[config.mk]
export PLATFORM = sky130hd
export DESIGN_NAME = modular_exponentiation_core_flat
export DESIGN_NICKNAME = d
export VERILOG_FILES = /design/src/hw/rtl/modexp_pkg.sv /design/src/hw/rtl/modexp_if.sv /design/src/hw/rtl/modular_exponentiation_core.sv /design/src/hw/rtl/modexp_step.sv /design/src/hw/rtl/modexp_ctrl.sv /design/src/flat_wrapper.sv
export SDC_FILE = /design/constraint.sdc
export NUM_CORES = 1
export LEC_CHECK = 0
export CAP_MARGIN = 20
export CORE_UTILIZATION = 35
export CTS_CLUSTER_SIZE = 12
export DETAILED_ROUTE_END_ITERATION = 8
export DONT_BUFFER_PORTS = 1
export GPL_TIMING_DRIVEN = 0
export MAX_ROUTING_LAYER = met4
export PLACE_DENSITY = 0.46
export SLEW_MARGIN = 10
export SYNTH_ARGS = -nofsm -noshare
export SYNTH_HDL_FRONTEND = slang
export SYNTH_HIERARCHICAL = 1
export SYNTH_SLANG_ARGS = --single-unit
[constraint.sdc]
create_clock -name clk -period 11.2 [get_ports clk]
set_input_delay 1.12 -clock clk [delete_from_list [all_inputs] [get_ports clk]]
set_output_delay 1.12 -clock clk [all_outputs]
set_load 0.02 [all_outputs]
[src/hw/rtl/modexp_pkg.sv]
// Shared types, constants and control structures for the modular exponentiation core.
// Depends on nothing; every other file of the core refers to it by scoped names.

package modexp_pkg;

	// Default configuration of the core.
	localparam int MOD_WIDTH_DEF = 31;
	localparam int EXP_WIDTH_DEF = 63;

	// Fixed field widths.
	localparam int BASE_WIDTH   = 63;
	localparam int RESULT_WIDTH = 31;

	// Modulus after reset, truncated to the configured width where it is used.
	localparam logic [31:0] MODULUS_RESET = 32'd1000000007;

	// Step counter covers the longest pass, which is the base reduction.
	localparam int CNT_WIDTH = $clog2(BASE_WIDTH);

	typedef enum logic [2:0] {
		ST_IDLE,
		ST_REDUCE,
		ST_CHECK,
		ST_MUL,
		ST_SQR,
		ST_FINISH
	} state_t;

	typedef enum logic [1:0] {
		OP_REDUCE,
		OP_MUL,
		OP_SQR
	} op_t;

	// Status from the datapath to the sequencer.
	typedef struct packed {
		logic in_valid;
		logic skip;
		logic exp_zero;
		logic exp_lsb;
		logic exp_last;
		logic out_free;
	} status_t;

	// Commands from the sequencer to the datapath.
	typedef struct packed {
		logic in_ready;
		logic load;
		logic step;
		logic last;
		op_t  op;
		logic start_mul;
		logic start_sqr;
		logic shift_exp;
		logic finish;
	} ctrl_t;

endpackage

[src/hw/rtl/modexp_if.sv]
// Valid/ready channel interfaces for the operand and result transfers of the core.
// Depends on modexp_pkg for the default exponent width and the base and result widths.

interface modexp_in_if #(
	parameter int EXP_WIDTH = modexp_pkg::EXP_WIDTH_DEF
);
	logic                                valid;
	logic                                ready;
	logic [modexp_pkg::BASE_WIDTH-1:0]   base_value;
	logic [EXP_WIDTH-1:0]                exponent;

	modport source (output valid, output base_value, output exponent, input ready);
	modport sink (input valid, input base_value, input exponent, output ready);
endinterface

interface modexp_out_if;
	logic                                valid;
	logic                                ready;
	logic [modexp_pkg::RESULT_WIDTH-1:0] power_result;

	modport source (output valid, output power_result, input ready);
	modport sink (input valid, input power_result, output ready);
endinterface

[src/hw/rtl/modular_exponentiation_core.sv]
// Modular exponentiation core: result = base_value ** exponent mod modulus, by
// right-to-left binary square-and-multiply. One operand transfer is taken while the core is
// idle; the core then drops ready until the result has been computed. A single shared unit,
// one modular doubling-and-add step per clock, does all arithmetic: the 63-bit base is first
// reduced modulo the modulus, then every exponent bit costs a check, a multiply pass when the
// bit is set, and a square pass (left out after the highest set bit). An exponent of zero
// yields 1 (for any modulus) and a modulus of zero yields 0; both skip the arithmetic and go
// from the operand transfer straight to the finishing state. The result waits in an output
// register, so the next operand transfer may be taken while the previous result has not yet
// been collected. The modulus register resets to 1000000007 and is written through
// modulus_we/modulus_wdata; it must only be written while the core is idle.

module modular_exponentiation_core #(
	parameter int MOD_WIDTH = modexp_pkg::MOD_WIDTH_DEF,
	parameter int EXP_WIDTH = modexp_pkg::EXP_WIDTH_DEF
) (
	input  logic                 clk,
	input  logic                 arst_n,
	input  logic                 modulus_we,
	input  logic [MOD_WIDTH-1:0] modulus_wdata,
	modexp_in_if.sink            operands,
	modexp_out_if.source         result
);

	localparam int BW = modexp_pkg::BASE_WIDTH;

	modexp_pkg::status_t status;
	modexp_pkg::ctrl_t   ctrl;

	// Configuration.
	logic [MOD_WIDTH-1:0] modulus_q;

	// Datapath registers.
	logic [EXP_WIDTH-1:0] exp_q;
	logic [MOD_WIDTH-1:0] base_q;
	logic [MOD_WIDTH-1:0] acc_q;
	logic [MOD_WIDTH-1:0] rem_q;
	logic [BW-1:0]        opnd_q;

	// Output register.
	logic                                 out_valid_q;
	logic [modexp_pkg::RESULT_WIDTH-1:0]  power_result_q;

	logic [MOD_WIDTH-1:0] addend;
	logic [MOD_WIDTH-1:0] rem_next;
	logic [MOD_WIDTH-1:0] acc_init;

	// The multiply pass shifts its first operand out from the top of the operand register.
	localparam int PAD_WIDTH = BW - MOD_WIDTH;

	// The configuration register is the only state that must survive between items.
	always_ff @(posedge clk or negedge arst_n) begin
		if (!arst_n) begin
			modulus_q <= MOD_WIDTH'(modexp_pkg::MODULUS_RESET);
		end else if (modulus_we) begin
			modulus_q <= modulus_wdata;
		end
	end

	// Status seen by the sequencer. An item with a zero exponent or a zero modulus needs no
	// arithmetic at all, and the initial accumulator already holds its answer.
	always_comb begin
		status.in_valid = operands.valid;
		status.skip     = (operands.exponent == '0) || (modulus_q == '0);
		status.exp_zero = (exp_q == '0);
		status.exp_lsb  = exp_q[0];
		status.exp_last = (exp_q[EXP_WIDTH-1:1] == '0);
		status.out_free = !out_valid_q || result.ready;
	end

	// The accumulator starts at 1 mod m, except that a zero exponent always gives 1.
	always_comb begin
		if (operands.exponent == '0) begin
			acc_init = MOD_WIDTH'(1);
		end else if (modulus_q > MOD_WIDTH'(1)) begin
			acc_init = MOD_WIDTH'(1);
		end else begin
			acc_init = '0;
		end
	end

	// Reducing the base folds in one bit of weight one per step; the multiply and square
	// passes fold in the current base.
	assign addend = (ctrl.op == modexp_pkg::OP_REDUCE) ? MOD_WIDTH'(1) : base_q;

	modexp_ctrl #(
		.MOD_WIDTH (MOD_WIDTH)
	) u_ctrl (
		.clk    (clk),
		.arst_n (arst_n),
		.status (status),
		.ctrl   (ctrl)
	);

	modexp_step #(
		.MOD_WIDTH (MOD_WIDTH)
	) u_step (
		.rem      (rem_q),
		.bit_in   (opnd_q[BW-1]),
		.addend   (addend),
		.modulus  (modulus_q),
		.rem_next (rem_next)
	);

	// Datapath. A pass start takes priority over the step, since a multiply finishes and the
	// square begins in the same cycle.
	always_ff @(posedge clk) begin
		if (ctrl.load) begin
			opnd_q <= operands.base_value;
			rem_q  <= '0;
		end else if (ctrl.start_mul) begin
			opnd_q <= {acc_q, {PAD_WIDTH{1'b0}}};
			rem_q  <= '0;
		end else if (ctrl.start_sqr) begin
			opnd_q <= {base_q, {PAD_WIDTH{1'b0}}};
			rem_q  <= '0;
		end else if (ctrl.step) begin
			rem_q  <= rem_next;
			opnd_q <= {opnd_q[BW-2:0], 1'b0};
		end
		if (ctrl.load) begin
			acc_q <= acc_init;
		end else if (ctrl.step && ctrl.last) begin
			case (ctrl.op)
				modexp_pkg::OP_REDUCE: base_q <= rem_next;
				modexp_pkg::OP_MUL:    acc_q  <= rem_next;
				modexp_pkg::OP_SQR:    base_q <= rem_next;
				default:               base_q <= base_q;
			endcase
		end
		if (ctrl.load) begin
			exp_q <= operands.exponent;
		end else if (ctrl.shift_exp) begin
			exp_q <= exp_q >> 1;
		end
		if (ctrl.finish) begin
			power_result_q <= modexp_pkg::RESULT_WIDTH'(acc_q);
		end
	end

	// The result stays valid until its transfer; a new result is only written once the
	// register is free or being emptied in the same cycle.
	always_ff @(posedge clk or negedge arst_n) begin
		if (!arst_n) begin
			out_valid_q <= 1'b0;
		end else if (ctrl.finish) begin
			out_valid_q <= 1'b1;
		end else if (result.ready) begin
			out_valid_q <= 1'b0;
		end
	end

	assign operands.ready      = ctrl.in_ready;
	assign result.valid        = out_valid_q;
	assign result.power_result = power_result_q;

endmodule

[src/hw/rtl/modexp_step.sv]
// One step of the shared interleaved modular multiplier: r' = (2r + bit*addend) mod m.
// Depends on modexp_pkg for the default width; operands must already lie below the modulus.

module modexp_step #(
	parameter int MOD_WIDTH = modexp_pkg::MOD_WIDTH_DEF
) (
	input  logic [MOD_WIDTH-1:0] rem,
	input  logic                 bit_in,
	input  logic [MOD_WIDTH-1:0] addend,
	input  logic [MOD_WIDTH-1:0] modulus,
	output logic [MOD_WIDTH-1:0] rem_next
);

	logic [MOD_WIDTH:0] mod_ext;
	logic [MOD_WIDTH:0] dbl;
	logic [MOD_WIDTH:0] dbl_red;
	logic [MOD_WIDTH:0] sum;
	logic [MOD_WIDTH:0] sum_red;

	always_comb begin
		mod_ext = {1'b0, modulus};
		// Doubling a value below m stays below 2m, so one subtraction reduces it.
		dbl     = {rem, 1'b0};
		dbl_red = (dbl >= mod_ext) ? (dbl - mod_ext) : dbl;
		// The addend is at most m, so again one subtraction suffices.
		sum     = dbl_red + (bit_in ? {1'b0, addend} : '0);
		sum_red = (sum >= mod_ext) ? (sum - mod_ext) : sum;
		rem_next = sum_red[MOD_WIDTH-1:0];
	end

endmodule

[src/hw/rtl/modexp_ctrl.sv]
// Sequencer of the core: walks the base reduction and the multiply and square passes.
// Depends on modexp_pkg for the state, operation, status and command types.

module modexp_ctrl #(
	parameter int MOD_WIDTH = modexp_pkg::MOD_WIDTH_DEF
) (
	input  logic                clk,
	input  logic                arst_n,
	input  modexp_pkg::status_t status,
	output modexp_pkg::ctrl_t   ctrl
);

	modexp_pkg::state_t                   state_q;
	modexp_pkg::state_t                   state_next;
	logic [modexp_pkg::CNT_WIDTH-1:0]     cnt_q;
	logic                                 cnt_zero;

	assign cnt_zero = (cnt_q == '0);

	always_comb begin
		state_next = state_q;
		case (state_q)
			modexp_pkg::ST_IDLE: begin
				if (status.in_valid) begin
					state_next = status.skip ? modexp_pkg::ST_FINISH : modexp_pkg::ST_REDUCE;
				end
			end
			modexp_pkg::ST_REDUCE: begin
				if (cnt_zero) begin
					state_next = modexp_pkg::ST_CHECK;
				end
			end
			modexp_pkg::ST_CHECK: begin
				if (status.exp_zero) begin
					state_next = modexp_pkg::ST_FINISH;
				end else if (status.exp_lsb) begin
					state_next = modexp_pkg::ST_MUL;
				end else begin
					state_next = modexp_pkg::ST_SQR;
				end
			end
			modexp_pkg::ST_MUL: begin
				if (cnt_zero) begin
					state_next = status.exp_last ? modexp_pkg::ST_CHECK : modexp_pkg::ST_SQR;
				end
			end
			modexp_pkg::ST_SQR: begin
				if (cnt_zero) begin
					state_next = modexp_pkg::ST_CHECK;
				end
			end
			modexp_pkg::ST_FINISH: begin
				if (status.out_free) begin
					state_next = modexp_pkg::ST_IDLE;
				end
			end
			default: begin
				state_next = modexp_pkg::ST_IDLE;
			end
		endcase
	end

	always_comb begin
		ctrl = '0;
		ctrl.op = modexp_pkg::OP_REDUCE;
		case (state_q)
			modexp_pkg::ST_IDLE: begin
				ctrl.in_ready = 1'b1;
				ctrl.load     = status.in_valid;
			end
			modexp_pkg::ST_REDUCE: begin
				ctrl.step = 1'b1;
				ctrl.last = cnt_zero;
				ctrl.op   = modexp_pkg::OP_REDUCE;
			end
			modexp_pkg::ST_CHECK: begin
				ctrl.start_mul = !status.exp_zero && status.exp_lsb;
				ctrl.start_sqr = !status.exp_zero && !status.exp_lsb;
			end
			modexp_pkg::ST_MUL: begin
				ctrl.step      = 1'b1;
				ctrl.last      = cnt_zero;
				ctrl.op        = modexp_pkg::OP_MUL;
				// The square after the top exponent bit would never be used.
				ctrl.start_sqr = cnt_zero && !status.exp_last;
				ctrl.shift_exp = cnt_zero && status.exp_last;
			end
			modexp_pkg::ST_SQR: begin
				ctrl.step      = 1'b1;
				ctrl.last      = cnt_zero;
				ctrl.op        = modexp_pkg::OP_SQR;
				ctrl.shift_exp = cnt_zero;
			end
			modexp_pkg::ST_FINISH: begin
				ctrl.finish = status.out_free;
			end
			default: begin
				ctrl = '0;
			end
		endcase
	end

	always_ff @(posedge clk or negedge arst_n) begin
		if (!arst_n) begin
			state_q <= modexp_pkg::ST_IDLE;
			cnt_q   <= '0;
		end else begin
			state_q <= state_next;
			if (ctrl.load) begin
				cnt_q <= modexp_pkg::CNT_WIDTH'(modexp_pkg::BASE_WIDTH - 1);
			end else if (ctrl.start_mul || ctrl.start_sqr) begin
				cnt_q <= modexp_pkg::CNT_WIDTH'(MOD_WIDTH - 1);
			end else if (ctrl.step && !cnt_zero) begin
				cnt_q <= cnt_q - 1'b1;
			end
		end
	end

endmodule

[src/flat_wrapper.sv]
// flat-port wrapper written by rule: the top's interface ports become plain ports
module modular_exponentiation_core_flat 
#(
	parameter int MOD_WIDTH = modexp_pkg::MOD_WIDTH_DEF,
	parameter int EXP_WIDTH = modexp_pkg::EXP_WIDTH_DEF
)
  (clk, arst_n, modulus_we, modulus_wdata, operands_valid, operands_base_value, operands_exponent, operands_ready, result_valid, result_power_result, result_ready);
  modexp_in_if #(.EXP_WIDTH(EXP_WIDTH)) operands_i ();
  modexp_out_if result_i ();
  input  logic clk;
  input  logic arst_n;
  input  logic modulus_we;
  input  logic [MOD_WIDTH-1:0] modulus_wdata;
  input wire logic [$bits(operands_i.valid)-1:0] operands_valid;
  input wire logic [$bits(operands_i.base_value)-1:0] operands_base_value;
  input wire logic [$bits(operands_i.exponent)-1:0] operands_exponent;
  output wire logic [$bits(operands_i.ready)-1:0] operands_ready;
  output wire logic [$bits(result_i.valid)-1:0] result_valid;
  output wire logic [$bits(result_i.power_result)-1:0] result_power_result;
  input wire logic [$bits(result_i.ready)-1:0] result_ready;
  assign operands_i.valid = operands_valid;
  assign operands_i.base_value = operands_base_value;
  assign operands_i.exponent = operands_exponent;
  assign operands_ready = operands_i.ready;
  assign result_valid = result_i.valid;
  assign result_power_result = result_i.power_result;
  assign result_i.ready = result_ready;
  modular_exponentiation_core #(.MOD_WIDTH(MOD_WIDTH), .EXP_WIDTH(EXP_WIDTH)) u_core (.clk(clk), .arst_n(arst_n), .modulus_we(modulus_we), .modulus_wdata(modulus_wdata), .operands(operands_i), .result(result_i));
endmodule
## After elaboration in Yosys (flattened, before gate mapping)

Index checks and enable logic that the tools add are counted.

- Div/mod/pow operators: 0
- Shift operators: 0
- Reduce and logical (&&, ||, !) cells: 33
- $add $sub $neg: 4
- Mux-type cells: 35
- $lt $le $gt $ge: 3
- Bitwise logic cells: 1
- Multipliers: 0
- Equal/unequal tests: 11

Operators by type and width:

| cell | number |
|---|---|
| $mux W63 | 6 |
| $mux W31 | 7 |
| $logic_not A63 Y1 | 2 |
| $ge A32 B31 Y1 | 2 |
| $logic_not A62 Y1 | 1 |
| $add A32 B31 Y32 | 1 |
| $mux W32 | 1 |
| $sub A32 B31 Y32 | 1 |
| $gt A31 B1 Y1 const B | 1 |
| $logic_not A31 Y1 | 1 |
| $sub A31 B31 Y31 | 1 |
| $mux W3 | 8 |
| $mux W6 | 3 |
| $pmux W3 S5 | 1 |
| $pmux W4 S3 | 1 |
| $reduce_bool A2 Y1 | 4 |
| $eq A3 B2 Y1 const B | 2 |
| $eq A3 B3 Y1 const B | 2 |
| $logic_and A1 B1 Y1 | 6 |
| $logic_not A6 Y1 | 1 |
| $ne A2 B2 Y1 const B | 3 |
| $sub A6 B1 Y6 const B | 1 |
| $logic_not A1 Y1 | 5 |
| $mux W1 | 5 |
| other kinds (17) | 21 |

- Register bits after elaboration: 291
- Memory bits (writable): 0
- Bits in read-only memories: 0
- Word-level logic and storage cells: 97
- Memories: 0
- Latch bits: 0

## Depth between registers and ports, before layout

Gate-level depths: netlist of the first run.

- Depth after elaboration: 11
- Depth in mapped cells: 34
- Mapped depth without buffers: 32

## Cells and area by module

Netlist of the first run, hierarchy kept.

By module, submodules not included:

| module | seq. area each (sq um) | area an instance (sq um) | cells each | instances |
|---|---|---|---|---|
| modular_exponentiation_core | 8017.7 | 11652.4 | 803 | 1 |
| modexp_step | 0.0 | 5814.3 | 817 | 1 |
| modexp_ctrl | 225.2 | 676.9 | 83 | 1 |

## Worst setup path before layout of the first run

No wires, ideal clock.

- Path type: flip-flop to flip-flop
- Start point: reg u_core.modulus_q[14]
- End point: reg u_core.acc_q[20] (data pin)
- Clock period less this slack: 7.376 ns
- Setup slack: 3.824 ns
- Arrival: 7.109 ns
- Data required time: 10.934 ns
- Path buffers: 2
- Cell stages (with the launch flop): 32
- Setup time: 0.266 ns
- Path through: dfstp_2 > inv_1 > ha_1 > nand4_2 > or4_1 > o2111a_1 > a211oi_1 > o21ai_1 > nand2_1 > buf_1 > mux2_2 > ha_1 > a211oi_1 > o21bai_1 > or3_1 > o211ai_1 > a31oi_1 > nor2_1 > nand2_1 > xnor2_1 > ha_1 > nand2_1 > o21ai_0 > a2111oi_0 > a21oi_1 > nor2_1 > a21oi_1 > o221a_2 > nor3b_4 > buf_6 > mux2_4 > nor2b_1

- Longest elaborated chain between the ends: 8
- Elaborated cells on any way between the ends: 10
- Classes of those cells: add/sub (3); order compare (2); mux (5)

Ends and longest elaborated chain:

| what | RTL line | source |
|---|---|---|
| from (decl) | modular_exponentiation_core.sv:31 | `logic [MOD_WIDTH-1:0] modulus_q;` |
| from (signal assigned) | modular_exponentiation_core.sv:54 | `modulus_q <= MOD_WIDTH'(modexp_pkg::MODULUS_RESET);` |
| from (signal assigned) | modular_exponentiation_core.sv:56 | `modulus_q <= modulus_wdata;` |
| $sub A32 B31 Y32 or $ge A32 B31 Y1 (tied branches) | modexp_step.sv:24 | `dbl_red = (dbl >= mod_ext) ? (dbl - mod_ext) : dbl;` |
| $mux W32 | modexp_step.sv:24 |  |
| $add A32 B31 Y32 | modexp_step.sv:26 | `sum = dbl_red + (bit_in ? {1'b0, addend} : '0);` |
| $sub A31 B31 Y31 or $ge A32 B31 Y1 (tied branches) | modexp_step.sv:27 | `sum_red = (sum >= mod_ext) ? (sum - mod_ext) : sum;` |
| $mux W31 * | modexp_step.sv:27 |  |
| named net u_core.rem_next[20] | modular_exponentiation_core.sv:45 | `logic [MOD_WIDTH-1:0] rem_next;` |
| $mux W31 * | modular_exponentiation_core.sv:124 | `case (ctrl.op)` |
| $mux W31 * | modular_exponentiation_core.sv:123 | `end else if (ctrl.step && ctrl.last) begin` |
| $mux W31 * | modular_exponentiation_core.sv:121 | `if (ctrl.load) begin` |
| to (signal assigned) | modular_exponentiation_core.sv:122 | `acc_q <= acc_init;` |
| to (signal assigned) | modular_exponentiation_core.sv:126 | `modexp_pkg::OP_MUL: acc_q <= rem_next;` |
| to (decl) | modular_exponentiation_core.sv:36 | `logic [MOD_WIDTH-1:0] acc_q;` |

The timed path passes the listed nets; every way through them passes the cells marked *. The select of a mux whose other input is x is not followed.
A chain may end at the register's enable or synchronous reset.

## Final worst setup path of the first run

- Start point: reg u_core.modulus_q[14]
- End point: reg u_core.acc_q[0] (data pin)

- Longest elaborated chain between the ends: 8
- Elaborated cells on any way between the ends: 13
- Classes of those cells: add/sub (3); order compare (3); mux (7)

Ends and longest elaborated chain:

| what | RTL line |
|---|---|
| $sub A32 B31 Y32 or $ge A32 B31 Y1 (tied branches) | modexp_step.sv:24 |
| $mux W32 | modexp_step.sv:24 |
| $add A32 B31 Y32 | modexp_step.sv:26 |
| $ge A32 B31 Y1 or $sub A31 B31 Y31 (tied branches) | modexp_step.sv:27 |
| $mux W31 * | modexp_step.sv:27 |
| named net u_core.rem_next[0] | modular_exponentiation_core.sv:45 |
| $mux W31 * | modular_exponentiation_core.sv:124 |
| $mux W31 * | modular_exponentiation_core.sv:123 |
| $mux W31 * | modular_exponentiation_core.sv:121 |

Marked as above.

==> results by group, run 1 <==
STA
  – Final min period: 9.54 ns
  – Rel. slew slack: 18.9%
  – RSZ-0062 raised after global routing: no
  – Fin. max-slew vios: 0
  – Final hold vios: 0
  – Setup TNS: 0 ns
  – Fmax: 0.105 GHz
  – Final setup fails: 0
  – Final Hold Slack: 0.270 ns
  – Post-Route Skew: 0.0168 ns
  – Least-Margin Pin Slew: 1.21 ns
  – Tcrit/Tclk final: 85.2%

Setup path
  – Largest stage delay, worst path: 0.66 ns
  – CP max FO: 10
  – Reg2reg start: u_core/modulus_q[14]
  – Reg-to-reg slack, setup: 1.66 ns
  – Critical-path top delay cell: nor4_1
  – CP Capture Type: flop
  – Cell family with most CP delay: compound AO/OA/AOI/OAI gates
  – Setup crit start kind: flop
  – CP Class: reg -> reg
  – Crit path DAT: 9.93 ns
  – CP Buf/Inv Count: 4
  – Worst Path Required: 11.59 ns
  – Reg2reg end: u_core/acc_q[0]
  – FF-to-FF path depth: 33

Logic synthesis
  – Synth Instances: 1,703
  – Largest cells by area after synthesis: edfxtp_1 36%, ha_1 6.5%, mux2_2 6.5%, a21oi_1 3.8%, mux2i_1 3.5%
  – Ys Warns: 6
  – Mapped cell area: 18,100 µm²
  – Library cell with the largest summed area after synthesis: edfxtp_1
  – Yosys cell types: 82
  – Avg Inst Size Synth: 10.7 µm²
  – Synth top area share: 36.2%
  – Yosys reg bits: 291
  – EDFF count, synth: 219
  – Async set-reset flop share out of synthesis: 14.1%
  – Seq/Total Area, Yosys: 45.4%
  – Main synth FF type: edfxtp_1
  – Syn_nets: 1,962

GRT
  – Grt total ovfl: 0
  – Largest net degree at the start of global routing: 61
  – Initial antenna violation count: 0
  – Number of global-route vias before repair: 12,900
  – Gr usage total: 20.7%
  – Global-route wire length before repair: 80,000 µm

Run status
  – Outcome: completed

Final layout
  – Layout cell share with drive strength beyond 1: 14.3%
  – Final design utilization: 39.6%
  – Register area: 8240 µm²
  – Multi-input gate area: 9390 µm²
  – Synth-to-layout area growth: 12.0%
  – FILL cells: 5,106
  – Layout Nets: 2,007

Placed design
  – Global placement routability congestion: 0.891
  – Buffers on Ports: 0
  – DP Wirelength: 42,300 µm

Detailed routing
  – Drc violations: 0
  – 1st-iter DRT viols: 875
  – Avg WL per Cell: 21.8 µm
  – ANT nets after route: 0
  – DR vias/cell: 5.33
  – WL final: 53,700 µm
  – Via count: 13,100
  – First-pass DRT Iterations: 5

Clock tree
  – H-tree depth: 2
  – Clk slew on worst S/H paths: 0.06 ns
  – Post_cts resized: 0
  – CTS sink cnt: 291
  – Num CTS Buffers: 37
  – CTS tree: yes
  – Worst-skew pair later-pin latency: 0.55 ns
  – Post-CTS setup buffers: 0
  – CTS Hold Buffers Added: 0
  – CTS Buffer Depth: 3
  – CTS Root Cell: clkbuf_16

Die
  – Site Rows: 83
  – Core region area: 51,300 µm²
  – Num ports: 195
  – Die width: 230 µm
  – Die Area: 52,800 µm²
  – Die Height: 230 µm
  – Initial Utilization: 35.4%

Flow run
  – Max Cap Viol: 0

Worst hold path
  – Hold Crit Class: in -> async
==> routing by layer <==
layer | vias up | track usage, % | share of wire [%]
li1 | 6441 | - | -
met1 | 6313 | 30.3 | 51
met2 | 302 | 29.9 | 43
met3 | 52 | 3.24 | 4.6
met4 | 0 | 4.35 | 1.5
met5 | - | - | 0
==> worst reg2reg max path: cells and delay by family, from the launching register on <==
family	cells	cell delay (ns)
multiplexers	1	0.34
adder cells (fa/ha/maj)	3	1.06
AO/OA/AOI/OAI	14	3.18
flip-flops	1	0.54
buffers and inverters	4	1.29
AND/OR/NAND/NOR	10	2.80
XOR/XNOR	1	0.19
==> synth_stat cells (23+ instances only) <==
cell / instances
a21o_1: 29
a21oi_1: 139
a22o_1: 31
and2_1: 43
clkbuf_1: 29
dfrtp_1: 25
dfxtp_1: 31
edfxtp_1: 219
ha_1: 94
inv_1: 69
mux2_2: 104
mux2_4: 29
mux2i_1: 64
nand2_1: 84
nand4_1: 23
nor2_1: 151
nor2b_1: 69
nor4_1: 42
o21ai_0: 85
xnor2_1: 50
xor2_1: 26
==> cells by family (layout without fill, tap and decap cells) <==
family,after synthesis,after routing,synth area share [%]
other,0,1,0
AND/OR/NAND/NOR,510,510,14.5
multiplexers,197,197,12.4
buffers and inverters,131,204,2.94
flip-flops,291,291,45.4
AO/OA/AOI/OAI,401,401,14.2
XOR/XNOR,76,76,3.67
adder cells (fa/ha/maj),97,97,6.81
==> registers in the layout, indices dropped and copies added (netlist names) <==
name,flops
u_core/acc_q,31
u_core/u_ctrl/cnt_q,6
u_core/base_q,31
u_core/opnd_q,63
u_core/exp_q,63
u_core/result.power_result,31
u_core/result.valid,1
u_core/u_ctrl/state_q,3
u_core/modulus_q,31
u_core/rem_q,31
==> per-stage QoR <==
step	instances	setup WS, ns	cell area, µm²
2_1_floorplan	1703	3.82	18100
3_3_place_gp	2383	1.72	19000
3_5_place_dp	2389	1.65	19100
4_1_cts	2456	1.61	20300
5_1_grt	2456	1.13	20300
6_report	2457	1.66	20300
==> layout make-up <==
cell class                 count  share of cell area [%]
multi-input combinational   1281                    46.2
tap                          680                    4.19
timing repair buffer           6                   0.499
sequential                   291                    40.6
clock inverter                11                   0.683
clock buffer                  56                    5.21
buffer                        62                    1.35
inverter                      69                    1.27
antenna                        1                  0.0123
==> layout by cell type, fill, tap and decap left out, types with 11 or more instances in the layout <==
cell,netlist,layout
mux2_2,104,104
o21a_1,18,18
dfrtp_1,25,25
ha_1,94,94
o21ai_0,85,85
clkbuf_1,29,43
buf_1,14,14
nor2_1,151,150
xnor2_1,50,50
nor4_1,42,42
mux2_4,29,29
mux2i_1,64,64
nand2_1,84,84
clkbuf_16,0,38
a22o_1,31,31
dfxtp_1,31,31
nand3_1,22,22
xor2_1,26,26
dfstp_2,16,16
nand2b_1,13,12
nor3_1,17,16
buf_2,16,16
a211oi_1,12,12
o211ai_1,11,11
or3_1,14,14
edfxtp_1,219,219
a21oi_1,139,139
nand4_1,23,23
and2_1,43,43
o21bai_1,13,13
a21o_1,29,29
inv_1,69,69
nor2b_1,69,69
==> worst max path at each step <==
stage,startpoint,cells past startpoint,slack [ns],to
CTS,u_core/modulus_q[14],33,1.61,u_core/acc_q[0]
detailed placement,u_core/modulus_q[14],33,1.65,u_core/acc_q[0]
floorplan,u_core/modulus_q[14],31,3.82,u_core/acc_q[20]
global placement,u_core/modulus_q[14],33,1.72,u_core/acc_q[0]
global route,u_core/modulus_q[14],33,1.13,u_core/acc_q[0]
finish,u_core/modulus_q[14],33,1.66,u_core/acc_q[0]
Power of run 1 is not shown: default switching activity piles up to over one toggle a cycle in this logic, so the estimate is an artifact.
==> run 2: changes to the inputs <==
--- a/config.mk
+++ b/config.mk
@@ -6,13 +6,13 @@
 export NUM_CORES = 1
 export LEC_CHECK = 0
 export CAP_MARGIN = 20
-export CORE_UTILIZATION = 35
+export CORE_UTILIZATION = 55
 export CTS_CLUSTER_SIZE = 12
 export DETAILED_ROUTE_END_ITERATION = 8
 export DONT_BUFFER_PORTS = 1
 export GPL_TIMING_DRIVEN = 0
 export MAX_ROUTING_LAYER = met4
-export PLACE_DENSITY = 0.46
+export PLACE_DENSITY = 0.67
 export SLEW_MARGIN = 10
 export SYNTH_ARGS = -nofsm -noshare
 export SYNTH_HDL_FRONTEND = slang
==> constraint.sdc (replaced) <==
create_clock -name clk -period 11.2 [get_ports clk]
set_input_delay 1.12 -clock clk [delete_from_list [all_inputs] [get_ports clk]]
set_output_delay 1.12 -clock clk [all_outputs]
set_load 0.1 [all_outputs]
==> run 2 against run 1 <==
Net effect: worst setup slack worse by 0.16 ns; die area is 36% lower; first-iteration DRC count is 18% higher; design area is 2.1% lower; fmax is 1.7% lower; cell count is 9.9% lower; critical path type unchanged; highest routed layer unchanged; critical endpoint unchanged; core utilization is 22 points higher; count of clock-buffer cells in the layout is 8 lower; via count is 2.3% higher; flip-flop and latch count stayed put.
==> results by group, run 2 (synthesized netlist as in run 1, its figures left out) <==
STA
  – Setup TNS: 0 ns (unchanged)
  – Tcrit/Tclk final: 86.6% (was 85.2%)
  – Worst setup slack after layout: 1.50 ns (was 1.66 ns)
  – Final min period: 9.70 ns (was 9.54 ns)
  – Fmax: 0.103 GHz (was 0.105 GHz)
  – Fin. max-slew vios: 0 (unchanged)
  – RSZ-0062 raised after global routing: no (unchanged)
  – Least-Margin Pin Slew: 0.966 ns (was 1.21 ns)
  – Post-Route Skew: 0.0154 ns (was 0.0168 ns)
  – Final hold vios: 0 (unchanged)
  – Rel. slew slack: 35.0% (was 18.9%)
  – Final setup fails: 0 (unchanged)

Clock tree
  – CTS Buffer Depth: 3 (unchanged)
  – Post_cts resized: 0 (unchanged)
  – CTS sink cnt: 291 (unchanged)
  – Worst-skew pair later-pin latency: 0.53 ns (was 0.55 ns)
  – H-tree depth: 2 (unchanged)
  – Num CTS Buffers: 35 (was 37)
  – Clk slew on worst S/H paths: 0.06 ns (about the same)
  – CTS tree: yes (unchanged)
  – Post-CTS setup buffers: 0 (unchanged)
  – CTS Root Cell: clkbuf_16 (unchanged)
  – CTS Hold Buffers Added: 0 (unchanged)

Final layout
  – FILL cells: 2,782 (was 5,106)
  – Highest-count cells in the layout ignoring fill and taps: 219 x edfxtp_1, 150 x nor2_1, 139 x a21oi_1, 104 x mux2_2, 94 x ha_1 (unchanged)
  – Synth-to-layout area growth: 9.62% (was 12.0%)
  – Final design utilization: 61.1% (was 39.6%)
  – Top Registers: u_core/exp_q: 63 flops, u_core/opnd_q: 63 flops (unchanged)
  – Most common cell after layout, fill and taps aside: edfxtp_1 (unchanged)
  – Layout cell share with drive strength beyond 1: 14.2% (was 14.3%)
  – Layout Nets: 2,004 (was 2,007)
  – Fin cells: 2,214 (was 2,457)

Setup path
  – CP Class: reg -> reg (unchanged)
  – Largest stage delay, worst path: 0.65 ns (was 0.66 ns)
  – Reg2reg start: u_core/modulus_q[14] (unchanged)
  – Critical-path top delay cell: buf_1 (was nor4_1)
  – Reg2reg end: u_core/acc_q[0] (unchanged)
  – CP Capture Type: flop (unchanged)
  – Worst Path Required: 11.59 ns (about the same)
  – FF-to-FF path depth: 33 (unchanged)
  – Reg-to-reg slack, setup: 1.50 ns (was 1.66 ns)
  – CP max FO: 10 (unchanged)
  – Crit path DAT: 10.09 ns (was 9.93 ns)
  – Setup crit start kind: flop (unchanged)

Die
  – Initial Utilization: 55.8% (was 35.4%)
  – Num ports: 195 (unchanged)
  – Site Rows: 66 (was 83)
  – Die Area: 33,700 µm² (was 52,800 µm²)
  – Die width: 184 µm (was 230 µm)
  – Die Height: 184 µm (was 230 µm)
  – Core region area: 32,500 µm² (was 51,300 µm²)

Placed design
  – Post-Place Worst Slack: 1.60 ns (was 1.65 ns)
  – DP Wirelength: 37,200 µm (was 42,300 µm)
  – Global placement routability congestion: 0.942 (was 0.891)
  – Buffers on Ports: 0 (unchanged)
  – Placed Cells incl. Taps: 2,150 (was 2,389)

Detailed routing
  – DR vias/cell: 6.06 (was 5.33)
  – ANT nets after route: 0 (unchanged)
  – Via count: 13,400 (was 13,100)
  – Avg WL per Cell: 21.7 µm (was 21.8 µm)
  – 1st-iter DRT viols: 1,031 (was 875)
  – First-pass DRT Iterations: 5 (unchanged)
  – WL final: 48,000 µm (was 53,700 µm)
  – Drc violations: 0 (unchanged)

Flow run
  – Max Cap Viol: 0 (unchanged)

GRT
  – Initial antenna violation count: 2 (was 0)
  – Global-route wire length before repair: 73,200 µm (was 80,000 µm)
  – Grt total ovfl: 0 (unchanged)
  – Number of global-route vias before repair: 12,900 (about the same)
  – Largest net degree at the start of global routing: 64 (was 61)
  – Gr usage total: 29.3% (was 20.7%)

Worst hold path
  – Hold Crit Class: in -> async (unchanged)

Run status
  – Outcome: completed (unchanged)
run 2: cell types whose count changed in the layout (fill, tap and decap cells not counted), moves of 2 or more:
cell	before	now
clkbuf_1	43	37
clkinv_1	2	7
clkbuf_16	38	35
buf_16	2	0
bufinv_16	3	1
clkinv_2	5	3
run 2: routing by layer:
layer	track usage, %	vias up	part of all wire, %
met5	-	-	0
met2	41.9	443	42
met3	6.87	62	8.3
met4	6.43	0	1.8
li1	-	6434	-
met1	42.1	6475	48
run 2: how the worst max path moves through the flow:
stage	to	from	slack (ns)	cells after the start
after floorplan	u_core/acc_q[20]	u_core/modulus_q[14]	3.82	31
after global placement	u_core/acc_q[0]	u_core/modulus_q[14]	1.59	33
after detailed placement	u_core/acc_q[0]	u_core/modulus_q[14]	1.60	33
after CTS	u_core/acc_q[0]	u_core/modulus_q[14]	1.55	33
after global routing	u_core/acc_q[0]	u_core/modulus_q[14]	0.98	33
final	u_core/acc_q[0]	u_core/modulus_q[14]	1.50	33
run 2: final cells by class:
class                   count  area (µm²)  area share, %
flip-flops and latches    291        8240           41.4
inverters                  69         259           1.30
diodes                      1        2.50         0.0126
repair buffers              5        70.1          0.352
plain buffers              62         275           1.38
well taps                 442         553           2.78
multi-input cells        1281        9400           47.2
clock buffers              48         975           4.90
clock inverters            15         116          0.585
run 2: per-stage QoR:
step / area, µm² / hold WS (ns)
after floorplan: 18100 / 0.427
after global placement: 18700 / 0.438
after detailed placement: 18800 / 0.443
after CTS: 19900 / 0.263
after global routing: 19900 / 0.267
final: 19900 / 0.285
run 2: worst max-delay path, delay by kind of cell (launching register included):
kind                     cells  cell delay (ns)
AO/OA/AOI/OAI               14             3.05
multiplexers                 1             0.47
flip-flops                   1             0.54
adder cells (fa/ha/maj)      3             0.98
AND/OR/NAND/NOR             10             2.61
XOR/XNOR                     1             0.38
buffers and inverters        4             1.51
Power of run 2 is left out for the same reason.
